**src/rtl/integral_image_box_sum_top_macros.svh**
```systemverilog
// Assertion macros shared by the summed-area table RTL.
`ifndef INTEGRAL_IMAGE_BOX_SUM_TOP_MACROS_SVH
`define INTEGRAL_IMAGE_BOX_SUM_TOP_MACROS_SVH

// Property that must hold at every clock edge out of reset.
`define IIBS_ASSERT_ALWAYS(label, expr, msg) \
  label: assert property (@(posedge clk) disable iff (rst) (expr)) else $error(msg);

// Same-cycle implication.
`define IIBS_ASSERT_IMPLY(label, ante, cons, msg) \
  label: assert property (@(posedge clk) disable iff (rst) (ante) |-> (cons)) else $error(msg);

// Next-cycle implication.
`define IIBS_ASSERT_NEXT(label, ante, cons, msg) \
  label: assert property (@(posedge clk) disable iff (rst) (ante) |=> (cons)) else $error(msg);

`endif

```
**src/rtl/iibs_queue.sv**
```systemverilog
// Small FIFO between the front and back halves.
`timescale 1ns / 1ps
`include "integral_image_box_sum_top_macros.svh"

module iibs_queue #(
  parameter int WIDTH = 8,
  parameter int DEPTH = 4,
  localparam int PTR_W = (DEPTH > 1) ? $clog2(DEPTH) : 1,
  localparam int CNT_W = $clog2(DEPTH + 1)
) (
  input  logic             clk,
  input  logic             rst,
  input  logic             push,
  input  logic [WIDTH-1:0] push_data,
  output logic             full,
  input  logic             pop,
  output logic [WIDTH-1:0] pop_data,
  output logic             valid
);

  logic [WIDTH-1:0] slots [DEPTH];
  logic [PTR_W-1:0] wr_ptr;
  logic [PTR_W-1:0] rd_ptr;
  logic [CNT_W-1:0] count;
  logic             do_push;
  logic             do_pop;

  assign valid    = (count != '0);
  assign full     = (count == CNT_W'(DEPTH));
  assign do_push  = push && !full;
  assign do_pop   = pop && valid;
  assign pop_data = slots[rd_ptr];

  always_ff @(posedge clk) begin
    if (rst) begin
      wr_ptr <= '0;
      rd_ptr <= '0;
      count  <= '0;
    end else begin
      if (do_push) begin
        wr_ptr <= (wr_ptr == PTR_W'(DEPTH - 1)) ? '0 : wr_ptr + 1'b1;
      end
      if (do_pop) begin
        rd_ptr <= (rd_ptr == PTR_W'(DEPTH - 1)) ? '0 : rd_ptr + 1'b1;
      end
      if (do_push && !do_pop) begin
        count <= count + 1'b1;
      end else if (do_pop && !do_push) begin
        count <= count - 1'b1;
      end
    end
  end

  always_ff @(posedge clk) begin
    if (do_push) begin
      slots[wr_ptr] <= push_data;
    end
  end

  `IIBS_ASSERT_IMPLY(a_no_push_full, push, !full, "queue push while full")
  `IIBS_ASSERT_ALWAYS(a_count_bound, count <= CNT_W'(DEPTH), "queue count overflow")
  `IIBS_ASSERT_NEXT(a_fill, push && !pop, count == $past(count) + 1'b1, "queue fill lost")

endmodule

```
**config.mk**
```make
export PLATFORM = sky130hd
export DESIGN_NAME = iibs_queue
export DESIGN_NICKNAME = d
export VERILOG_FILES = /design/src/rtl/iibs_queue.sv
export VERILOG_INCLUDE_DIRS = /design/src /design/src/rtl
export SDC_FILE = /design/constraint.sdc
export NUM_CORES = 1
export LEC_CHECK = 0
export ABC_AREA = 1
export BUFFER_PORTS_ARGS = -buffer_cell sky130_fd_sc_hd__buf_4
export CELL_PAD_IN_SITES_DETAIL_PLACEMENT = 1
export CELL_PAD_IN_SITES_GLOBAL_PLACEMENT = 2
export CORE_ASPECT_RATIO = 0.9
export CORE_MARGIN = 10
export CORE_UTILIZATION = 30
export CTS_CLUSTER_SIZE = 24
export DETAILED_ROUTE_END_ITERATION = 8
export PLACE_DENSITY = 0.76
export SLEW_MARGIN = 0
export SYNTH_ARGS = -nofsm -noshare
export SYNTH_HDL_FRONTEND = slang
export SYNTH_SLANG_ARGS = --single-unit
```
**constraint.sdc**
```tcl
create_clock -name clk -period 1.8 [get_ports clk]
set_clock_uncertainty 0.1 [all_clocks]
set_input_delay 0.36 -clock clk [delete_from_list [all_inputs] [get_ports clk]]
set_output_delay 0.36 -clock clk [all_outputs]
set_load 0.1 [all_outputs]
```
# Yosys cells after proc, flatten, opt, wreduce, memory -nomap -nowiden
# Memory sizes are Yosys's and may differ from the RTL's. A register that Yosys moved wholly into a read port is not among the register bits.
# Cells that the tools add are included.
# totals
ff_bits,7
ramBits,32
inputBits,12
out_inout_bits,10
word_cells,28
mem_count,1
# memory_table
name,depth,word_bits,rd,rd_clocked_by_memory_dff,wr,line_no,source
slots,4,8,1,1,1,iibs_queue.sv:21,logic [WIDTH-1:0] slots [DEPTH];
# classes
n_addsub,4
eq_ne,3
n_mux,8
reduce_logical,9
# ops
op,count
$mux W2,4
$mux W3,2
$add A2 B1 Y2 const B,2
$eq A2 B2 Y1 const B,2
$logic_and A1 B1 Y1,4
$add A3 B1 Y3 const B,1
$eq A3 B3 Y1 const B,1
$logic_not A1 Y1,3
$reduce_bool A3 Y1,1
$sub A3 B1 Y3 const B,1
$mux W1,2
$reduce_bool A2 Y1,1

# Depth between registers and ports, before layout
# Gate-level depths: netlist of the first run.
# depth
ltp_word,7
depth_mapped,13
mapped_depth_nobuf,13

# Least setup slack after synthesis of the first run
# No wires, ideal clock.
# synth_path
path_type,flip-flop to output port
start,register with a tool-made name
end,output pop_data[5]
arrival_time_ns,2.101
required_ns,1.340
slack_ns,-0.761
stages_incl_launch_ff,5
n_path_buf,1
path_cell_list,dfxtp_1 inv_2 buf_6 o21ai_2 o22ai_1
# synth_lines
element,line_no,source
end: declaration,iibs_queue.sv:17,"output logic [WIDTH-1:0] pop_data,"

# Worst setup path in the final report of the first run
# layout_path
start,register count[1]
end,register count[1]
# layout_via
elab_chain_len,6
word_cells_on_any_way,14
cone_classes,add/sub (2); eq/ne (1); mux (2); reduce/logical (9)
# layout_lines
element,line_no,source
start: declaration,iibs_queue.sv:24,logic [CNT_W-1:0] count;
start signal: assignment,iibs_queue.sv:47,count <= count + 1'b1;
start signal: assignment,iibs_queue.sv:49,count <= count - 1'b1;
branches (longest 6 deep; another with $sub A3 B1 Y3),--,
# Several ways; the timed one is not identified. The select of a mux whose other input is x is not followed.
# A chain may end at the register's enable or synchronous reset.

==> run summary, run 1 <==
Critical Path, Cell by Cell: nor2_4, buf_6, nand2_8, nand2_4, ha_4, inv_2, fa_2, o21ai_2, nor2_1
final hold violations: 0
placed cells: 246
pin count of the biggest net entering global routing: 17
number of global-route vias before repair: 1355
Worst Hold Class: in -> reg
period utilization: 100%
Post-DP Area: 2180 sq um
antenna violations before repair: 0
post-route cell area: 2570 sq um
CTS tree: built
final cell count without fillers: 261
Setup Viol. Count Final: 1
Vias: 1213
P_leak: 0.998 nW
Startpoint Class: register
most frequent cells after synthesis: edfxtp_1 (32), nor2_1 (32), inv_1 (16)
Syn Nets: 165
die height: 91.4 microns
total core area: 5380 sq um
layout cells sized above 1: 45.4%
setup TNS: -0.513 ps
Detail Route Antenna Nets: 0
Die Wd: 99.4 microns
maxcap violations: 0
drt first pass iters: 4
final worst path period need: 1800 ps
crit path kind: reg -> reg
Syn-to-layout area delta: 51.2%
unrepaired setup endpoints after global routing: true
# diodes: 0
Slew headroom: 81.4%
pre-CTS WS: -17.8 ps
post-detail-place hpwl: 2940 microns
CTS clk-pin slew, worst paths: 70 ps
fin nets: 212
GRT Total Usage: 9.10%
grt ovf: 0
clock root buffer: clkbuf_8
CP endpoint kind: register
htree depth: 2
largest cells by area after synthesis: edfxtp_1 (57%), dfxtp_1 (11%), nor2_1 (7.1%)
Starting Density: 31.6%
Final Slew Violations: 0
Top FF cell, synth: edfxtp_1
Post-synth EDFFs: 32
Layout Utilization: 47.8%
worst slew pin tran: 282 ps
violated checks: setup timing
crit-path max FO: 4
Min Hold Slack: 117 ps
clk sink count: 41
register area share after synthesis: 67.1%
Ports: 22
setup ws final: -0.513 ps
CTS Buffer Depth: 2
synthesized area per cell: 11.6 sq um
WP data arrival: 1920 ps
Synth top area share: 56.5%
Cell Area, Synth: 1700 sq um
maximum VDD drop: 865 uV
Synth async-reset ratio: 0%
Post-Route WL: 4210 microns
CP max stage delay: 540 ps
Vias/cell: 4.65
DR WL/cell: 16.1 microns
Syn Inst Count: 146
Ys Warns: 0
initial DRC count: 13
Skew-Pair Late Insertion Delay: 290 ps
Crit path required time: 1920 ps
standard-cell rows: 25
Unique masters post-synth: 20
status: finished, violations left
I/O Buffers: 21
GP Congestion: 0.800
TritonCTS Buffers: 5
Worst path slowest cell: fa_2
PD cells: 1950 nW/um^2
drt drc: 0
first-pass GRT wire length: 6640 microns
Overall Power: 5.01 mW
Die Footprint: 9080 sq um
Hold Buf Count CTS: 0
FMAX: 555 MHz
top cell type by total area after synthesis: edfxtp_1
post-synthesis register bit count: 41
-- critical path, delay by kind of cell, from the launching register on --
kind	cells	cell delay, ps
adders and majority gates	2	670
and+or+nand+nor	4	390
DFF	1	340
buffers and inverters	2	170
AOI/OAI and AO/OA	1	60
-- final cells by class --
cell class / count / area, sq um
clock buffer: 5 / 68.8
clock inverter: 3 / 41.3
fill: 568 / 2810
inverter: 17 / 76.3
multi-input combinational: 86 / 701
sequential: 41 / 1150
tap: 67 / 83.8
timing repair buffer: 42 / 447
-- sequential cells by signal, indices dropped and copies added, names as in the netlist, named ones only --
name    flops
count       3
wr_ptr      2
slots      32
rd_ptr      2
-- routing by layer --
layer | up-vias | track usage (%) | share of wire, %
met5 | - | 0 | 0
met4 | 0 | 3.94 | 0.85
met3 | 2 | 3.18 | 3.5
met2 | 18 | 15.3 | 55
met1 | 603 | 10.2 | 40
li1 | 590 | - | -
-- layout by cell type, fill, tap and decap left out, types with 2 or more instances in the layout --
| cell type | netlist | layout |
|---|---|---|
| edfxtp_1 | 32 | 32 |
| nor2_1 | 32 | 29 |
| buf_4 | 0 | 29 |
| inv_1 | 16 | 13 |
| nand2_1 | 11 | 9 |
| buf_12 | 0 | 9 |
| o21ai_2 | 3 | 8 |
| o22ai_4 | 0 | 7 |
| o21ai_1 | 1 | 5 |
| ha_1 | 6 | 5 |
| clkbuf_8 | 0 | 5 |
| dfxtp_1 | 9 | 5 |
| o21ai_4 | 0 | 4 |
| nand2_4 | 0 | 3 |
| nor2_2 | 1 | 3 |
| dfxtp_4 | 0 | 3 |
| buf_6 | 2 | 3 |
| inv_2 | 1 | 2 |
| a21oi_1 | 2 | 2 |
| nand3b_1 | 2 | 2 |
-- power breakdown --
group,internal [mW],total [mW],switching [mW]
sequential,1.19,1.31,0.119
clock,0.408,0.721,0.313
combinational,1.14,2.98,1.85
-- final timing paths --
check | from | end | slack (ps) | cells after the start
hold / removal | rst | count[0] | 120 | 2
hold reg to reg | rd_ptr[1] | register | 430 | 2
setup reg to reg | count[1] | count[1] | -0.5 | 9
setup / recovery | count[1] | count[1] | -0.5 | 9
-- timing repair --
action,4_1_cts,5_1_grt
setup endpoints to repair,10,10
gates resized for setup,41,33
buffers inserted,1,6
pin swaps,2,12
-- kinds of logic after synthesis --
logic type               share of synthesized area [%]
XOR/XNOR                                         0.515
AND/OR/NAND/NOR                                   12.5
flip-flops                                        67.1
AO/OA/AOI/OAI                                     9.20
adder cells (fa/ha/maj)                           5.59
buffers and inverters                             5.08
No activity file was read; power rests on OpenSTA's default activity.
==> run 2, diff against run 1 <==
CORE_MARGIN = not set   (was 10)
PLACE_DENSITY = 0.66   (was 0.76)
==> run summary, run 2 (synthesized netlist as in run 1, its figures left out) <==
largest registers: slots: 32 flops, count: 3 flops
standard-cell rows: 25 (unchanged)
Hold Buf Count CTS: 0 (unchanged)
WP data arrival: 1890 ps (-30 ps)
Reg2Reg Setup Slack: 3 ps (about the same)
initial DRC count: 35 (+22)
maxcap violations: 0 (unchanged)
CP delay by family, top: adder cells
die height: 73.4 microns (-20%)
drt drc: 0 (unchanged)
antenna violations before repair: 0 (unchanged)
layout cells sized above 1: 45.3% (-0.098 points)
max reg flops: 32 (unchanged)
pre-CTS WS: -33.6 ps (-15.8 ps)
TritonCTS Buffers: 5 (unchanged)
Startpoint Class: register
GRT Total Usage: 14.5% (+5.4 points)
fin nets: 208 (-1.9%)
grt ovf: 0 (unchanged)
Detail Route Antenna Nets: 0 (unchanged)
CP max stage delay: 430 ps (-110 ps)
Worst Hold Class: in -> reg
Crit path required time: 1890 ps (-30 ps)
CTS Buffer Depth: 2 (unchanged)
WP buf/inv: 2 (unchanged)
# fillers: 562 (-1.1%)
Hold Path Origin: rst
CP endpoint kind: register
Die Footprint: 5970 sq um (-34%)
CP Launch Point: count[0]
final hold violations: 0 (unchanged)
total core area: 5350 sq um (-0.58%)
Worst path slowest cell: fa_2
number of global-route vias before repair: 1259 (-7.1%)
status: complete, no violations
period utilization: 99.8% (-0.21 points)
largest register by flop count: slots
crit-path max FO: 2 (-2)
CTS clk-pin slew, worst paths: 80 ps (about the same)
GP Congestion: 0.687 (-14%)
drt first pass iters: 4 (unchanged)
Vias: 1196 (-1.4%)
FMAX: 557 MHz (+0.21%)
Vias/cell: 4.65 (+0.13%)
setup ws final: 3.35 ps (+3.86 ps)
unrepaired setup endpoints after global routing: true
htree depth: 2 (unchanged)
Post-Route WL: 3940 microns (-6.4%)
post-detail-place hpwl: 2970 microns (+1.2%)
first-pass GRT wire length: 6220 microns (-6.3%)
# diodes: 0 (unchanged)
Syn-to-layout area delta: 49.9%
commonest non-fill, non-tap cells in the layout: edfxtp_1 (32), nor2_1 (29), buf_4 (25)
Die Wd: 81.4 microns (-18%)
final worst path period need: 1800 ps (-3.86 ps)
Final Slew Violations: 0 (unchanged)
clk sink count: 41 (unchanged)
CTS tree: built
Skew-Pair Late Insertion Delay: 290 ps (about the same)
I/O Buffers: 21 (unchanged)
commonest non-fill, non-tap cell in the layout: edfxtp_1
Starting Density: 31.8% (+0.18 points)
clock root buffer: clkbuf_8
worst slew pin tran: 280 ps (-1.97 ps)
DR WL/cell: 15.3 microns (-4.9%)
Reg2Reg Launch Point: count[0]
Critical Path, Cell by Cell: nor2_4, nand2_2, nand2_4, inv_2, ha_4, inv_4, fa_2, o21ai_2, nor2_1
pin count of the biggest net entering global routing: 17 (unchanged)
Setup Viol. Count Final: 0 (-1)
crit path kind: reg -> reg
Ports: 22 (unchanged)
Slew headroom: 81.5% (+0.13 points)
[run 2: cell count changes in the layout (fill, tap and decap cells not counted), sizes merged]
cell	before	now
clkinvlp	1	0
bufinv	1	0
clkinv	1	3
buf	42	38
[run 2: final cells by class]
| type | instances | area (sq um) | share of cell area, % |
|---|---|---|---|
| Timing Repair Buffer | 38 | 430 | 16.9 |
| Inverter | 17 | 78.8 | 3.09 |
| Tap cell | 67 | 83.8 | 3.29 |
| Clock inverter | 3 | 17.5 | 0.687 |
| Sequential cell | 41 | 1150 | 45.3 |
| Multi-Input combinational cell | 86 | 716 | 28.1 |
| Clock buffer | 5 | 68.8 | 2.70 |
[run 2: worst reg2reg max path, stage by stage, from the launching register on]
cell	delay [ps]
dfxtp_4	350
nor2_4	180
nand2_2	120
nand2_4	90
inv_2	40
ha_4	160
inv_4	60
fa_2	430
o21ai_2	120
nor2_1	50
[run 2: per-layer routing]
metal  vias up  part of all wire [%]  GRT usage (%)
met4         0                   1.4           5.36
met5         -                     0              0
li1        581                     -              -
met2        18                    52           24.2
met3         7                   2.7           3.35
met1       590                    44           18.1
[run 2: timing repair]
action | 4_1_cts | 5_1_grt
pin swaps | 4 | 12
buffers inserted | 1 | 1
gates resized for setup | 52 | 26
setup endpoints to repair | 11 | 11
[run 2: final timing paths]
check / to / depth (start not counted)
setup / recovery: count[1] / 9
hold / removal: count[0] / 2
setup reg to reg: count[1] / 9
hold reg to reg: register / 2
[run 2: metrics by stage]
step                      hold slack [ps]  utilization (%)  area, sq um  instances  TNS, ps
after floorplan                       323                -         1850        146     -144
after global placement                412             41.1         2200        247        0
after detailed placement              426             41.1         2200        247    -56.7
after CTS                             108             45.4         2430        256    -15.2
after global routing                  106             47.6         2550        257     -353
final                                 117             47.6         2550        257        0
Power of run 2 is left out: the tool's default activity adds up to more than one toggle a clock period on the data nets, which glitch-free logic cannot reach.
==> run 3, diff against run 2 <==
CORE_UTILIZATION = 33   (was 30)
PLACE_DENSITY = 0.71   (was 0.66)
==> run summary, run 3 (synthesized netlist as in run 1, its figures left out) <==
Syn-to-layout area delta: 48.9%
Starting Density: 34.7% (+2.9 points)
Final Slew Violations: 0 (unchanged)
Min Hold Slack: 118 ps (+1.38 ps)
Vias: 1192 (-0.33%)
Critical Path, Cell by Cell: nor2_4, nand2_4, nand2_4, inv_4, ha_4, inv_2, fa_2, o21ai_2, nor2_1
drt first pass iters: 3 (-1)
Layout Utilization: 51.7% (+4.1 points)
Slew headroom: 81.5% (about the same)
Most common cell on crit path: nand2_4
pin count of the biggest net entering global routing: 17 (unchanged)
Crit path required time: 1880 ps (about the same)
Startpoint Class: register
GP Congestion: 0.680 (-0.99%)
status: finished, violations left
largest register by flop count: slots
largest registers: slots: 32 flops, count: 3 flops
htree depth: 2 (unchanged)
initial DRC count: 29 (-17%)
Worst Hold Class: in -> reg
TritonCTS Buffers: 5 (unchanged)
max reg flops: 32 (unchanged)
clk sink count: 41 (unchanged)
Skew-Pair Late Insertion Delay: 290 ps (about the same)
crit path kind: reg -> reg
CP endpoint kind: register
FMAX: 552 MHz (-0.81%)
period utilization: 101% (+0.81 points)
pre-CTS WS: -26.7 ps (+6.87 ps)
# diodes: 0 (unchanged)
fin nets: 206 (-0.96%)
drt drc: 0 (unchanged)
DR WL/cell: 15.8 microns (+2.7%)
Setup Viol. Count Final: 2 (+2)
first-pass GRT wire length: 6290 microns (+1.1%)
GRT Total Usage: 15.9% (+1.4 points)
Detail Route Antenna Nets: 0 (unchanged)
commonest non-fill, non-tap cells in the layout: edfxtp_1 (32), nor2_1 (26), buf_4 (23)
Ports: 22 (unchanged)
maxcap violations: 0 (unchanged)
setup ws final: -11.2 ps (-14.6 ps)
standard-cell rows: 24 (-4.0%)
# fillers: 507 (-9.8%)
crit-path max FO: 2 (unchanged)
layout cells sized above 1: 44.1% (-1.1 points)
Multi-input gate area: 688 sq um (-3.8%)
I/O Buffers: 21 (unchanged)
CTS Buffer Depth: 2 (unchanged)
CTS tree: built
Vias/cell: 4.71 (+1.2%)
clock root buffer: clkbuf_8
unrepaired setup endpoints after global routing: true
number of global-route vias before repair: 1270 (+0.87%)
violated checks: setup timing
grt ovf: 0 (unchanged)
antenna violations before repair: 0 (unchanged)
die height: 70.1 microns (-4.5%)
final worst path period need: 1810 ps (+14.6 ps)
final hold violations: 0 (unchanged)
CTS clk-pin slew, worst paths: 70 ps (about the same)
Post-Route WL: 3990 microns (+1.1%)
total core area: 4890 sq um (-8.5%)
Die Footprint: 5440 sq um (-8.9%)
Die Wd: 77.7 microns (-4.5%)
CP max stage delay: 440 ps (about the same)
worst slew pin tran: 280 ps (+0.373 ps)
post-detail-place hpwl: 2730 microns (-8.0%)
Reg2Reg Setup Slack: -10 ps (about the same)
commonest non-fill, non-tap cell in the layout: edfxtp_1
Storage cell area: 1150 sq um (unchanged)
WP data arrival: 1900 ps (about the same)
Worst path slowest cell: fa_2
## run 3: cell types whose count changed in the layout (fill, tap and decap cells not counted), sizes merged
cell	delta
buf	-3
bufinv	+1
clkbuf	+2
clkinv	-2
## run 3: path summary, 6_finish.rpt
kind,start,endpoint,cells past startpoint
setup / recovery,count[0],count[1],9
hold / removal,rst,count[0],2
setup reg to reg,count[0],count[1],9
hold reg to reg,wr_ptr[1],wr_ptr[1],2
## run 3: metal layers
layer / GRT usage [%] / part of all wire (%)
met1: 18.3 / 41
met2: 28.5 / 54
met3: 4.18 / 2.9
met4: 5.03 / 1.9
met5: 0 / 0
## run 3: cell type report
class	count	area share, %
Sequential cell	41	45.6
Clock buffer	6	2.87
Clock inverter	2	1.33
Tap cell	65	3.21
Inverter	17	3.11
Multi-Input combinational cell	86	27.2
Timing Repair Buffer	36	16.7
## run 3: timing repair
item                                    in CTS  in global routing
cloned                                       0                  1
setup buffers                                1                  1
hold buffers                                 0                  0
pin swaps                                    2                  4
resized for setup                           45                 28
endpoints found under the setup margin      11                 11
## run 3: metrics by stage
step	std cells	instance area [sq um]	TNS, ps
after floorplan	146	1850	-144
after global placement	242	2170	0
after detailed placement	242	2170	-26.7
after CTS	251	2400	-32.5
after global routing	253	2530	-401
final	253	2530	-17.4
## run 3: critical path: cells and delay by family (launching register included)
kind	cells	cell delay (ps)
AOI/OAI and AO/OA	1	130
adders and majority gates	2	590
and+or+nand+nor	4	440
buffers and inverters	2	100
DFF	1	350
Power of run 3 is left out for the same reason.
